## config.mk

```make
export PLATFORM = sky130hd
export DESIGN_NAME = ordered_value_list_engine
export DESIGN_NICKNAME = d
export VERILOG_FILES = /design/src/hdl/ovle_pkg.sv /design/src/hdl/ordered_value_list_engine.sv
export SDC_FILE = /design/constraint.sdc
export NUM_CORES = 1
export LEC_CHECK = 0
export CAP_MARGIN = 10
export CORE_MARGIN = 2
export CORE_UTILIZATION = 50
export CTS_BUF_LIST = sky130_fd_sc_hd__clkbuf_8
export DETAILED_ROUTE_END_ITERATION = 8
export DONT_BUFFER_PORTS = 1
export GPL_ROUTABILITY_DRIVEN = 0
export HOLD_SLACK_MARGIN = 0.12
export PLACE_DENSITY_LB_ADDON = 0.12
export SLEW_MARGIN = 20
export SYNTH_ARGS = -nofsm -noshare
export SYNTH_HDL_FRONTEND = slang
export SYNTH_SLANG_ARGS = --single-unit
```

## constraint.sdc

```tcl
create_clock -name clock -period 4.2 [get_ports clock]
set_input_delay 0.21 -clock clock [delete_from_list [all_inputs] [get_ports clock]]
set_output_delay 0.21 -clock clock [all_outputs]
set_load 0.02 [all_outputs]
```

## src/hdl/ovle_pkg.sv

```systemverilog
// ovle_pkg: shared constants and code types for the ordered value list engine.
// Used by ordered_value_list_engine and ovle_checker; depends on nothing.
package ovle_pkg;

   localparam int CAPACITY_DEF = 16;
   localparam int DATA_W_DEF   = 32;

   localparam int VALUE_W  = 32;
   localparam int POS_W    = 5;
   localparam int REQ_W    = 2;
   localparam int STATUS_W = 2;

   typedef logic [REQ_W-1:0]    req_code_type;
   typedef logic [STATUS_W-1:0] status_type;

   localparam req_code_type REQ_INSERT = 2'd0;
   localparam req_code_type REQ_FIND   = 2'd1;
   localparam req_code_type REQ_DELETE = 2'd2;
   localparam req_code_type REQ_CLEAR  = 2'd3;

   localparam status_type ST_OK      = 2'd0;
   localparam status_type ST_MISSING = 2'd1;
   localparam status_type ST_FULL    = 2'd2;

endpackage

```

## src/hdl/ordered_value_list_engine.sv

```systemverilog
// ordered_value_list_engine: bounded unsorted list kept in insertion order,
// held in one synchronous memory. Depends on ovle_pkg.
//
//   channel   ports                                   handshake
//   request   req_type, req_value                     start && !busy
//   result    rsp_status, rsp_position, rsp_length    rsp_valid, one cycle
//
// Insert, clear, and find/delete on an empty list: result in the cycle after accept.
// Find: one memory read per cycle, entries scanned in order from the oldest.
// Delete: scan to the match, then one entry moved per cycle until the gap is closed.
// Rate is set by the single read port of the entry memory.
// Reset clears the state, the count and the result strobe; the entry memory needs no clearing pass.
// Results cannot be stalled; a new item may be accepted while a result is shown.
module ordered_value_list_engine
   import ovle_pkg::*;
#(
   parameter int CAPACITY = CAPACITY_DEF,
   parameter int DATA_W   = DATA_W_DEF
) (
   input  logic                clock,
   input  logic                reset,
   input  logic                start,
   output logic                busy,
   input  logic [REQ_W-1:0]    req_type,
   input  logic signed [VALUE_W-1:0] req_value,
   output logic                rsp_valid,
   output logic [STATUS_W-1:0] rsp_status,
   output logic [POS_W-1:0]    rsp_position,
   output logic [POS_W-1:0]    rsp_length
);

   localparam int IDX_W = (CAPACITY > 1) ? $clog2(CAPACITY) : 1;
   localparam int CNT_W = $clog2(CAPACITY + 1);

   localparam logic [1:0] S_IDLE  = 2'd0;
   localparam logic [1:0] S_SCAN  = 2'd1;
   localparam logic [1:0] S_SHIFT = 2'd2;

   logic [DATA_W-1:0] mem [CAPACITY];

   logic [1:0]        state_ff, state_in;
   logic [IDX_W-1:0]  idx_ff, idx_in;
   logic [CNT_W-1:0]  count_ff, count_in;
   logic [CNT_W-1:0]  pos_ff, pos_in;
   logic [DATA_W-1:0] value_ff, value_in;
   req_code_type      op_ff, op_in;
   status_type        status_ff, status_in;
   logic              rsp_valid_ff, rsp_valid_in;
   logic [DATA_W-1:0] rd_data_ff;

   logic              mem_we;
   logic [IDX_W-1:0]  mem_waddr;
   logic [DATA_W-1:0] mem_wdata;
   logic [IDX_W-1:0]  rd_addr;
   logic [DATA_W-1:0] req_value_ext;
   logic [CNT_W-1:0]  idx_next_cnt;
   logic [CNT_W-1:0]  idx_next2_cnt;
   logic              hit;

   assign req_value_ext = DATA_W'(req_value);
   assign idx_next_cnt  = CNT_W'(idx_ff) + CNT_W'(1);
   assign idx_next2_cnt = CNT_W'(idx_ff) + CNT_W'(2);
   assign hit           = (rd_data_ff == value_ff);

   always_comb begin
      state_in     = state_ff;
      idx_in       = idx_ff;
      count_in     = count_ff;
      pos_in       = pos_ff;
      value_in     = value_ff;
      op_in        = op_ff;
      status_in    = status_ff;
      rsp_valid_in = 1'b0;
      rd_addr      = '0;
      mem_we       = 1'b0;
      mem_waddr    = idx_ff;
      mem_wdata    = rd_data_ff;

      unique case (state_ff)
         S_IDLE: begin
            if (start) begin
               op_in    = req_type;
               value_in = req_value_ext;
               unique case (req_type)
                  REQ_INSERT: begin
                     pos_in       = '0;
                     rsp_valid_in = 1'b1;
                     if (count_ff == CNT_W'(CAPACITY)) begin
                        status_in = ST_FULL;
                     end else begin
                        status_in = ST_OK;
                        mem_we    = 1'b1;
                        mem_waddr = count_ff[IDX_W-1:0];
                        mem_wdata = req_value_ext;
                        count_in  = count_ff + CNT_W'(1);
                     end
                  end
                  REQ_FIND, REQ_DELETE: begin
                     if (count_ff == '0) begin
                        status_in    = ST_MISSING;
                        pos_in       = '0;
                        rsp_valid_in = 1'b1;
                     end else begin
                        rd_addr  = '0;
                        idx_in   = '0;
                        state_in = S_SCAN;
                     end
                  end
                  REQ_CLEAR: begin
                     count_in     = '0;
                     status_in    = ST_OK;
                     pos_in       = '0;
                     rsp_valid_in = 1'b1;
                  end
                  default: begin
                     state_in = S_IDLE;
                  end
               endcase
            end
         end
         S_SCAN: begin
            if (hit) begin
               pos_in    = idx_next_cnt;
               status_in = ST_OK;
               if (op_ff == REQ_FIND) begin
                  rsp_valid_in = 1'b1;
                  state_in     = S_IDLE;
               end else if (idx_next_cnt == count_ff) begin
                  // match is the newest entry: nothing to move
                  count_in     = count_ff - CNT_W'(1);
                  rsp_valid_in = 1'b1;
                  state_in     = S_IDLE;
               end else begin
                  rd_addr  = idx_ff + IDX_W'(1);
                  state_in = S_SHIFT;
               end
            end else if (idx_next_cnt == count_ff) begin
               status_in    = ST_MISSING;
               pos_in       = '0;
               rsp_valid_in = 1'b1;
               state_in     = S_IDLE;
            end else begin
               rd_addr = idx_ff + IDX_W'(1);
               idx_in  = idx_ff + IDX_W'(1);
            end
         end
         S_SHIFT: begin
            // rd_data_ff holds entry idx+1; it moves down to idx
            mem_we    = 1'b1;
            mem_waddr = idx_ff;
            mem_wdata = rd_data_ff;
            if (idx_next2_cnt < count_ff) begin
               rd_addr = idx_ff + IDX_W'(2);
               idx_in  = idx_ff + IDX_W'(1);
            end else begin
               count_in     = count_ff - CNT_W'(1);
               rsp_valid_in = 1'b1;
               state_in     = S_IDLE;
            end
         end
         default: begin
            state_in = S_IDLE;
         end
      endcase
   end

   always_ff @(posedge clock) begin
      if (mem_we) begin
         mem[mem_waddr] <= mem_wdata;
      end
      rd_data_ff <= mem[rd_addr];
   end

   always_ff @(posedge clock) begin
      if (reset) begin
         state_ff     <= S_IDLE;
         count_ff     <= '0;
         rsp_valid_ff <= 1'b0;
      end else begin
         state_ff     <= state_in;
         count_ff     <= count_in;
         rsp_valid_ff <= rsp_valid_in;
      end
   end

   always_ff @(posedge clock) begin
      idx_ff    <= idx_in;
      pos_ff    <= pos_in;
      value_ff  <= value_in;
      op_ff     <= op_in;
      status_ff <= status_in;
   end

   assign busy         = (state_ff != S_IDLE);
   assign rsp_valid    = rsp_valid_ff;
   assign rsp_status   = status_ff;
   assign rsp_position = POS_W'(pos_ff);
   assign rsp_length   = POS_W'(count_ff);

endmodule

```

Yosys cells after proc, flatten, opt, wreduce, memory -nomap -nowiden
Memories as Yosys holds them, arrays and structs flattened. A register that Yosys moved wholly into a read port is not among the register bits.
Cells that the tools add are included.
{"block": "classes", "addsub": 6, "n_eq_ne": 23, "muxes": 64, "n_lt_le_gt_ge": 1, "reduce_logical": 13}
{"op": "$mux 32", "count": 4}
{"op": "$mux 4", "count": 14}
{"op": "$mux 5", "count": 10}
{"op": "$eq 32x32->1", "count": 1}
{"op": "$pmux 5 s2", "count": 3}
{"op": "$mux 2", "count": 13}
{"op": "$ne 2x2->1 const B", "count": 9}
{"op": "$pmux 5 s3", "count": 1}
{"op": "$pmux 2 s3", "count": 2}
{"op": "$pmux 4 s3", "count": 1}
{"op": "$mux 1", "count": 11}
{"op": "$ne 3x3->1 const B", "count": 3}
{"op": "$pmux 4 s2", "count": 1}
{"op": "$reduce_and 8->1", "count": 1}
{"op": "$reduce_and 7->1", "count": 1}
{"op": "$eq 2x1->1 const B", "count": 3}
{"op": "$eq 2x2->1 const B", "count": 3}
{"op": "$add 4x1->5 const B", "count": 1}
{"op": "$add 4x2->5 const B", "count": 1}
{"op": "$add 5x1->5 const B", "count": 1}
{"op": "$eq 5x5->1", "count": 1}
{"op": "$eq 5x5->1 const B", "count": 1}
{"op": "$logic_not 5->1", "count": 1}
{"op": "$lt 5x5->1", "count": 1}
{"op": "other kinds (15)", "count": 19}
{"block": "totals", "out_inout_bits": 14, "mem_bits_rw": 512, "inputBits": 37, "n_memories": 1, "reg_bits": 53}
{"name": "mem", "depth": 16, "width": 32, "rd": 1, "rd_ports_with_merged_regs": 1, "wr": 1, "line": "ordered_value_list_engine.sv:39", "source": "logic [DATA_W-1:0] mem [CAPACITY];"}

Longest topological paths before layout
Gate-level depths: netlist of run 1.
{"block": "logic_depth", "word_depth": 7, "ltp_mapped": 14, "ltp_nobuf": 10}

Worst setup path before layout of run 1
No wires, ideal clock.
{"block": "synth_path", "path_type": "flip-flop to flip-flop", "from": "register state_ff[0]", "to": "memory mem[5][0] (netlist name), enable pin", "n_path_buf": 2, "period_less_slack_ps": 4376, "stages_incl_launch_ff": 9, "path_slack_ps": -176, "arrival_ps": 3955, "cell_sequence": "dfxtp_1 > inv_1 > ha_1 > and2_1 > and3_1 > clkbuf_1 > clkbuf_1 > a21oi_1 > nor2_1"}
{"block": "synth_between", "elab_chain_cells": 4}
{"element": "from (decl)", "line": "ordered_value_list_engine.sv:41", "source": "logic [1:0] state_ff, state_in;"}
{"element": "from (signal assigned)", "line": "ordered_value_list_engine.sv:180", "source": "state_ff <= state_in;"}
{"element": "$eq 2x2->1 / $logic_not 2->1 (equally long branches)", "line": "ordered_value_list_engine.sv:79", "source": "unique case (state_ff)"}
{"element": "$pmux 1 s2", "line": "ordered_value_list_engine.sv:79"}
{"element": "$mux 1", "line": "ordered_value_list_engine.sv:168", "source": "if (mem_we) begin"}
{"element": "$mux 1 (not written as such)", "line": "ordered_value_list_engine.sv:169", "source": "mem[mem_waddr] <= mem_wdata;"}
{"element": "to (decl)", "line": "ordered_value_list_engine.sv:39"}
Several ways; a longest one is shown, not always the timed one.

Final worst setup path of run 1
{"block": "layout_path", "from": "register idx_ff[2]", "to": "register rd_data_ff[31] (read register of mem)"}
{"block": "layout_between", "elab_chain_cells": 6}
{"element": "from (decl)", "line": "ordered_value_list_engine.sv:42", "source": "logic [IDX_W-1:0] idx_ff, idx_in;"}
{"element": "from (signal assigned)", "line": "ordered_value_list_engine.sv:187", "source": "idx_ff <= idx_in;"}
{"element": "$add 4x1->5", "line": "ordered_value_list_engine.sv:61", "source": "assign idx_next_cnt = CNT_W'(idx_ff) + CNT_W'(1);"}
{"element": "$eq 5x5->1", "line": "ordered_value_list_engine.sv:128, ordered_value_list_engine.sv:137"}
{"element": "$mux 4", "line": "ordered_value_list_engine.sv:128, ordered_value_list_engine.sv:137"}
{"element": "$mux 4", "line": "ordered_value_list_engine.sv:125", "source": "if (op_ff == REQ_FIND) begin"}
{"element": "$mux 4", "line": "ordered_value_list_engine.sv:122", "source": "if (hit) begin"}
{"element": "$pmux 4 s2 *", "line": "ordered_value_list_engine.sv:79"}
{"element": "to (decl)", "line": "ordered_value_list_engine.sv:49", "source": "logic [DATA_W-1:0] rd_data_ff;"}
Every way passes the cells marked *; elsewhere a longest branch is shown, timed or not.
A chain may end at the register's enable or synchronous reset.

==> out/metrics.csv, run 1 <==
metric,value,unit
post-route insts no fill,2407,
clock root buffer,clkbuf_8,
ys flop type,edfxtp_1,
DIE WIDTH,225.3,µm
total die area,50750,µm²
Total GRT Usage,25.67,%
Worst-path clk slew,60,ps
vias in the first global route,14304,
Setup CP Type,reg -> reg,
"FF+latch count, synth",597,
synth top area cells,"edfxtp_1 68%, o211ai_1 5.9%, mux2_2 4.4%",
synthesis warning total,0,
Int Pwr,0.01002,W
Worst Setup End Kind,flop,
initial antenna violation count,3,
reg2reg path depth,11,
grt total ovfl,0,
first-pass GRT wire length,93870,µm
HPWL after DPL,32580,µm
fin crit period,3864,ps
Synth Net Count,1650,
largest net degree at the start of global routing,72,
PwrDens,483.5,nW/µm²
die height,225.3,µm
post-route ant nets,0,
Gate power share,12.8,%
slew margin rel.,31.32,%
Worst Hold Class,in -> reg,
final net count,1756,
clk_skew,21.06,ps
async set-reset flop share out of synthesis,0,%
RSZ-0062 raised after global routing,no,
Worst EP required,4700,ps
vias per std cell,6.153,
crit path launch type,flop,
Yosys top cell by area,edfxtp_1,
total power,0.01364,W
critical path peak fanout,71,
outcome,"finished, final reports clean",
"Hold-fix buffers, CTS",37,
Layout Area Growth over Synthesis,15.20,%
switching share of power,26.52,%
Synth Instances,1597,
CTS tree,built,
Post-synth EDFFs,557,
DR vias,14810,
CTS max path bufs,3,
Post-CTS Setup Inserts,0,
Remaining DRCs,0,
max cap viols,0,
final setup violation count,0,
Netlist cell types,53,
Cells on Worst Hold Path,4,
FP Rows,81,
worst endpoint data arrival time,4360,ps
# fillers,3826,
Clk pwr share,35.3,%
initial detailed-routing violation count,1262,
TritonCTS Buffers,99,
placed cells,2187,
Switch Pwr,0.003616,W
measured slew at the worst slew-check pin,1025,ps
leakage power,10.03,nW
Pre-Repair DR Iteration Count,6,
final hold violations,0,
Initial Utilization,50.33,%
CTS Sinks,597,
number of gates resized after cts,0,
VDD IR max,0.3204,mV
share of the synthesized area in the top cell type,68.32,%
Achievable Freq,258.8,MHz
IO Pins,51,
Max Slew Vio Count,0,
Core Footprint,48650,µm²
Final period util,92.00,%
register area share after synthesis,71.59,%
number of I/O port buffers,0,
Sequential Power Share,51.9,%
antenna fix cells,0,
wire length per cell,26.60,µm
Clock Latency Late Sink,680,ps
H-Tree Depth,3,
Synth Area per Inst,15.33,µm²
Synth Cell Area,24480,µm²
routed wire length,64020,µm
share of cells above drive strength 1,18.54,%
[final timing paths]
kind                            start                    endpoint  slack, ps
min                       req_type[1]  rsp_length[4]$_SDFFE_PP0P_        180
max           idx_ff[2]$_SDFFCE_PP0P_      rd_data_ff[31]$_DFF_P_        340
min reg2reg  state_ff[0]$_SDFFE_PP0P_    state_ff[0]$_SDFFE_PP0P_        580
max reg2reg   idx_ff[2]$_SDFFCE_PP0P_      rd_data_ff[31]$_DFF_P_        340
[registers in the layout (all words and copies together), names as in the netlist]
signal        cells
rsp_position      5
rd_data_ff       32
idx_ff            4
rsp_length        5
rsp_status        2
value_ff         32
state_ff          2
mem             512
rsp_valid         1
op_ff             2
[worst max-delay path: stages, from the launching register on]
cell      delay, ps
edfxtp_1        600
ha_1            260
xor2_1          300
ha_1            290
o21ai_0         160
a21oi_1         110
or4_2           730
a21boi_4        200
buf_12          190
mux2_2          340
o211ai_1        180
nand4_1         210
[Yosys cell counts, types with 34 or more instances]
master / instances
nand4_1: 51
nand2_1: 84
a21oi_1: 77
o211ai_1: 194
edfxtp_1: 557
a221o_1: 64
mux2i_1: 67
mux2_2: 96
inv_1: 80
nor2_1: 38
clkbuf_1: 63
dfxtp_1: 40
xnor2_1: 34
[metal layers]
metal  vias to the layer above  GRT usage [%]  share of wire, %
li1                       6546              -                 -
met1                      7493          35.39                43
met2                       609          40.53                47
met3                       156          5.176               6.6
met4                         6          9.742               3.5
met5                         -              0             0.064
[through the flow]
step	utilization [%]	hold WS [ps]	setup slack [ps]	setup TNS (ps)	instance area [µm²]
final	57.98	180.5	335.9	0	28200
after global routing	57.98	146.9	106.7	0	28200
after CTS	57.98	133.6	372.0	0	28200
after detailed placement	53.34	283.6	403.3	0	25950
after global placement	53.25	283.1	117.1	0	25910
after floorplan	-	308.9	-176.4	-38500	24490
[logic make-up (layout without fill, tap and decap cells)]
| kind of cell | after synthesis | count (layout) | synth area share (%) |
|---|---|---|---|
| fa+ha+maj | 16 | 16 | 0.8177 |
| simple gates | 214 | 214 | 4.221 |
| flops | 597 | 597 | 71.59 |
| compound gates | 378 | 378 | 11.46 |
| mux | 163 | 163 | 7.155 |
| buf+inv | 190 | 378 | 3.312 |
| xor+xnor | 39 | 39 | 1.451 |
[power groups by stage]
stage | clock network, W | logic (W) | registers [W]
floorplan | 0 | 0.00103 | 0.00718
global placement | 0 | 0.00167 | 0.00719
detailed placement | 0 | 0.00169 | 0.00720
CTS | 0.00493 | 0.00173 | 0.00708
global route | 0.00519 | 0.00188 | 0.00710
finish | 0.00482 | 0.00174 | 0.00708
[layout make-up]
type | instances | area, µm² | area share [%]
clock buffers | 114 | 1569 | 5.563
clock inverters | 69 | 316.6 | 1.122
inverters | 81 | 304.0 | 1.078
multi-input cells | 810 | 6346 | 22.50
flip-flops and latches | 597 | 17530 | 62.14
well taps | 622 | 778.2 | 2.759
repair buffers | 114 | 1364 | 4.835
[placed cells by master, fill, tap and decap left out, types with 3 or more instances in the layout]
cell,synthesis,layout
and3_1,4,3
mux2i_1,67,67
buf_12,0,31
a31oi_1,10,10
nor2_1,38,22
nand2_1,84,83
nand4_1,51,51
inv_1,80,122
edfxtp_1,557,557
o211ai_1,194,194
xor2_1,4,4
o21ai_0,11,11
clkinv_1,1,14
dfxtp_1,40,40
nor3_1,7,7
mux2_2,96,96
dlygate4sd3_1,0,37
a311oi_1,3,3
nor4_1,3,3
nor3b_1,3,3
nor2_4,0,16
a21oi_1,77,77
a221o_1,64,64
buf_4,8,44
ha_1,16,16
xnor2_1,34,34
nand3_1,10,10
clkinv_2,0,9
clkbuf_8,0,114
Power figures use the tool's default switching activity.
==> run 2: changes to the inputs <==
Settings changed: RECOVER_POWER set to 25.
==> out/metrics.csv, run 2 (synthesis results as in run 1) <==
metric,value,unit
CP max stage cell,a31oi_1,
clock root buffer,clkbuf_8,
TritonCTS Buffers,99,
routed wire length,63990,µm
Layout Area Growth over Synthesis,14.52,%
fin crit period,3900,ps
stages on the worst setup path,9,
Biggest register,mem,
share of cells above drive strength 1,17.98,%
Sequential Area,17530,µm²
internal reg-to-reg setup slack,300,ps
FP Rows,81,
measured slew at the worst slew-check pin,1518,ps
Pre-Repair DR Iteration Count,5,
crit path launch type,flop,
most frequent cells in the layout,"557 x edfxtp_1, 194 x o211ai_1, 122 x inv_1",
number of gates resized after cts,0,
Total GRT Usage,25.67,%
worst path cell trace,clkbuf_1 > inv_1 > ha_1 > nand3_1 > and3_1 > nor2_1 > a31oi_1 > nor2_4 > clkbuf_4,
Clock Latency Late Sink,690,ps
vias in the first global route,14304,
critical path peak fanout,32,
DIE WIDTH,225.3,µm
post-route ant nets,0,
crit-path leading delay family,buffers and inverters,
CTS Sinks,597,
grt total ovfl,0,
first-pass GRT wire length,93870,µm
VDD IR max,0.3207,mV
vias per std cell,6.141,
Core Footprint,48650,µm²
total die area,50750,µm²
Area after DPL,25950,µm²
slew margin rel.,-1.221,%
max FFs per register,512,
wire length per cell,26.57,µm
largest registers,"mem (512), rd_data_ff (32), value_ff (32)",
initial detailed-routing violation count,1349,
FF-to-FF Start,rsp_length[0]$_SDFFE_PP0P_,
DR vias,14787,
CTS max path bufs,3,
Setup CP Type,reg -> reg,
Switch Pwr,0.003608,W
Max Slew Vio Count,35,
Worst EP required,4440,ps
switching share of power,26.51,%
Slowest Stage Delay on Critical Path,750,ps
outcome,"finished, violations left",
initial antenna violation count,3,
max cap viols,1,
final hold violations,0,
die height,225.3,µm
Initial Utilization,50.33,%
final setup violation count,0,
cell area after layout,28040,µm²
Gate power share,12.6,%
Worst Hold Class,in -> reg,
Final period util,92.86,%
H-Tree Depth,3,
number of I/O port buffers,0,
Achievable Freq,256.4,MHz
final net count,1756,
clk_skew,22.49,ps
HPWL after DPL,32580,µm
failing checks,"max-capacitance violations, max-slew violations",
critical path buffer and inverter count,3,
"commonest non-fill, non-tap cell in the layout",edfxtp_1,
Sequential Power Share,52.0,%
RSZ-0062 raised after global routing,no,
# fillers,3851,
Worst R2R End,mem[15][8]$_DFFE_PP_,
CTS tree,built,
Worst-path clk slew,60,ps
Int Pwr,0.01000,W
leakage power,9.967,nW
Worst Setup End Kind,flop,
pre-CTS WS,403.3,ps
Worst Hold Launch,req_type[1],
reg2reg path depth,9,
Cells on Worst Hold Path,4,
worst endpoint data arrival time,4140,ps
worst setup slack after layout,299.9,ps
largest net degree at the start of global routing,72,
PwrDens,485.5,nW/µm²
Clk pwr share,35.4,%
Hold Crit Endpoint,rsp_length[4]$_SDFFE_PP0P_,
area of the multi-input gates,6337,µm²
IO Pins,51,
Remaining DRCs,0,
[run 2: routing by layer]
layer | track usage (%) | wire length, µm | up-vias
li1 | - | - | 6548
met4 | 9.742 | 2070 | 4
met5 | 0 | 29 | -
met2 | 40.53 | 30210 | 566
met1 | 35.39 | 27550 | 7522
met3 | 5.176 | 4131 | 147
[run 2: final cells by class]
cell class / count / share of cell area, %
diodes: 1 / 0.008925
clock buffers: 114 / 5.596
clock inverters: 69 / 1.129
inverters: 81 / 1.084
multi-input cells: 810 / 22.60
flip-flops and latches: 597 / 62.51
well taps: 622 / 2.776
repair buffers: 114 / 4.293
[run 2: stage by stage]
step / TNS, ps / utilization [%] / total power [W] / hold WS (ps) / instances
CTS: 0 / 57.98 / 0.01374 / 133.6 / 2407
detailed placement: 0 / 53.34 / 0.008891 / 283.6 / 2187
floorplan: -38500 / - / 0.008206 / 308.9 / 1597
global route: 0 / 57.63 / 0.01414 / 146.9 / 2407
finish: 0 / 57.64 / 0.01361 / 169.6 / 2408
global placement: 0 / 53.25 / 0.008861 / 283.1 / 2185
[run 2: worst max-delay path by stage]
| stage | start | to | slack, ps |
|---|---|---|---|
| 2_1_floorplan | state_ff[0]$_SDFFE_PP0P_ | mem[5][0]$_DFFE_PP_ | -180 |
| 3_3_place_gp | idx_ff[1]$_SDFFCE_PP0P_ | rd_data_ff[0]$_DFF_P_ | 120 |
| 3_5_place_dp | idx_ff[1]$_SDFFCE_PP0P_ | rd_data_ff[20]$_DFF_P_ | 400 |
| 4_1_cts | idx_ff[1]$_SDFFCE_PP0P_ | rd_data_ff[29]$_DFF_P_ | 370 |
| 5_1_grt | rsp_length[0]$_SDFFE_PP0P_ | mem[15][8]$_DFFE_PP_ | 90 |
| 6_report | rsp_length[0]$_SDFFE_PP0P_ | mem[15][8]$_DFFE_PP_ | 300 |
[run 2: what timing repair did]
action,4_1_cts,5_1_grt
hold buffers,37,0
setup endpoints to repair,0,0
endpoints found under the hold margin,567,0
setup buffers,0,0
[run 2: power by group through the flow]
stage | Sequential [W] | Combinational [W] | Clock [W]
after CTS | 0.00708 | 0.00173 | 0.00493
after floorplan | 0.00718 | 0.00103 | 0
final | 0.00708 | 0.00172 | 0.00481
after global routing | 0.00710 | 0.00185 | 0.00519
after global placement | 0.00719 | 0.00167 | 0
after detailed placement | 0.00720 | 0.00169 | 0
[run 2: worst register-to-register path, delay by kind of cell (launching register included)]
kind | cells | cell delay, ps
flip-flops | 1 | 380
buffers and inverters | 3 | 1260
AO/OA/AOI/OAI | 1 | 750
adder cells (fa/ha/maj) | 1 | 300
AND/OR/NAND/NOR | 4 | 750
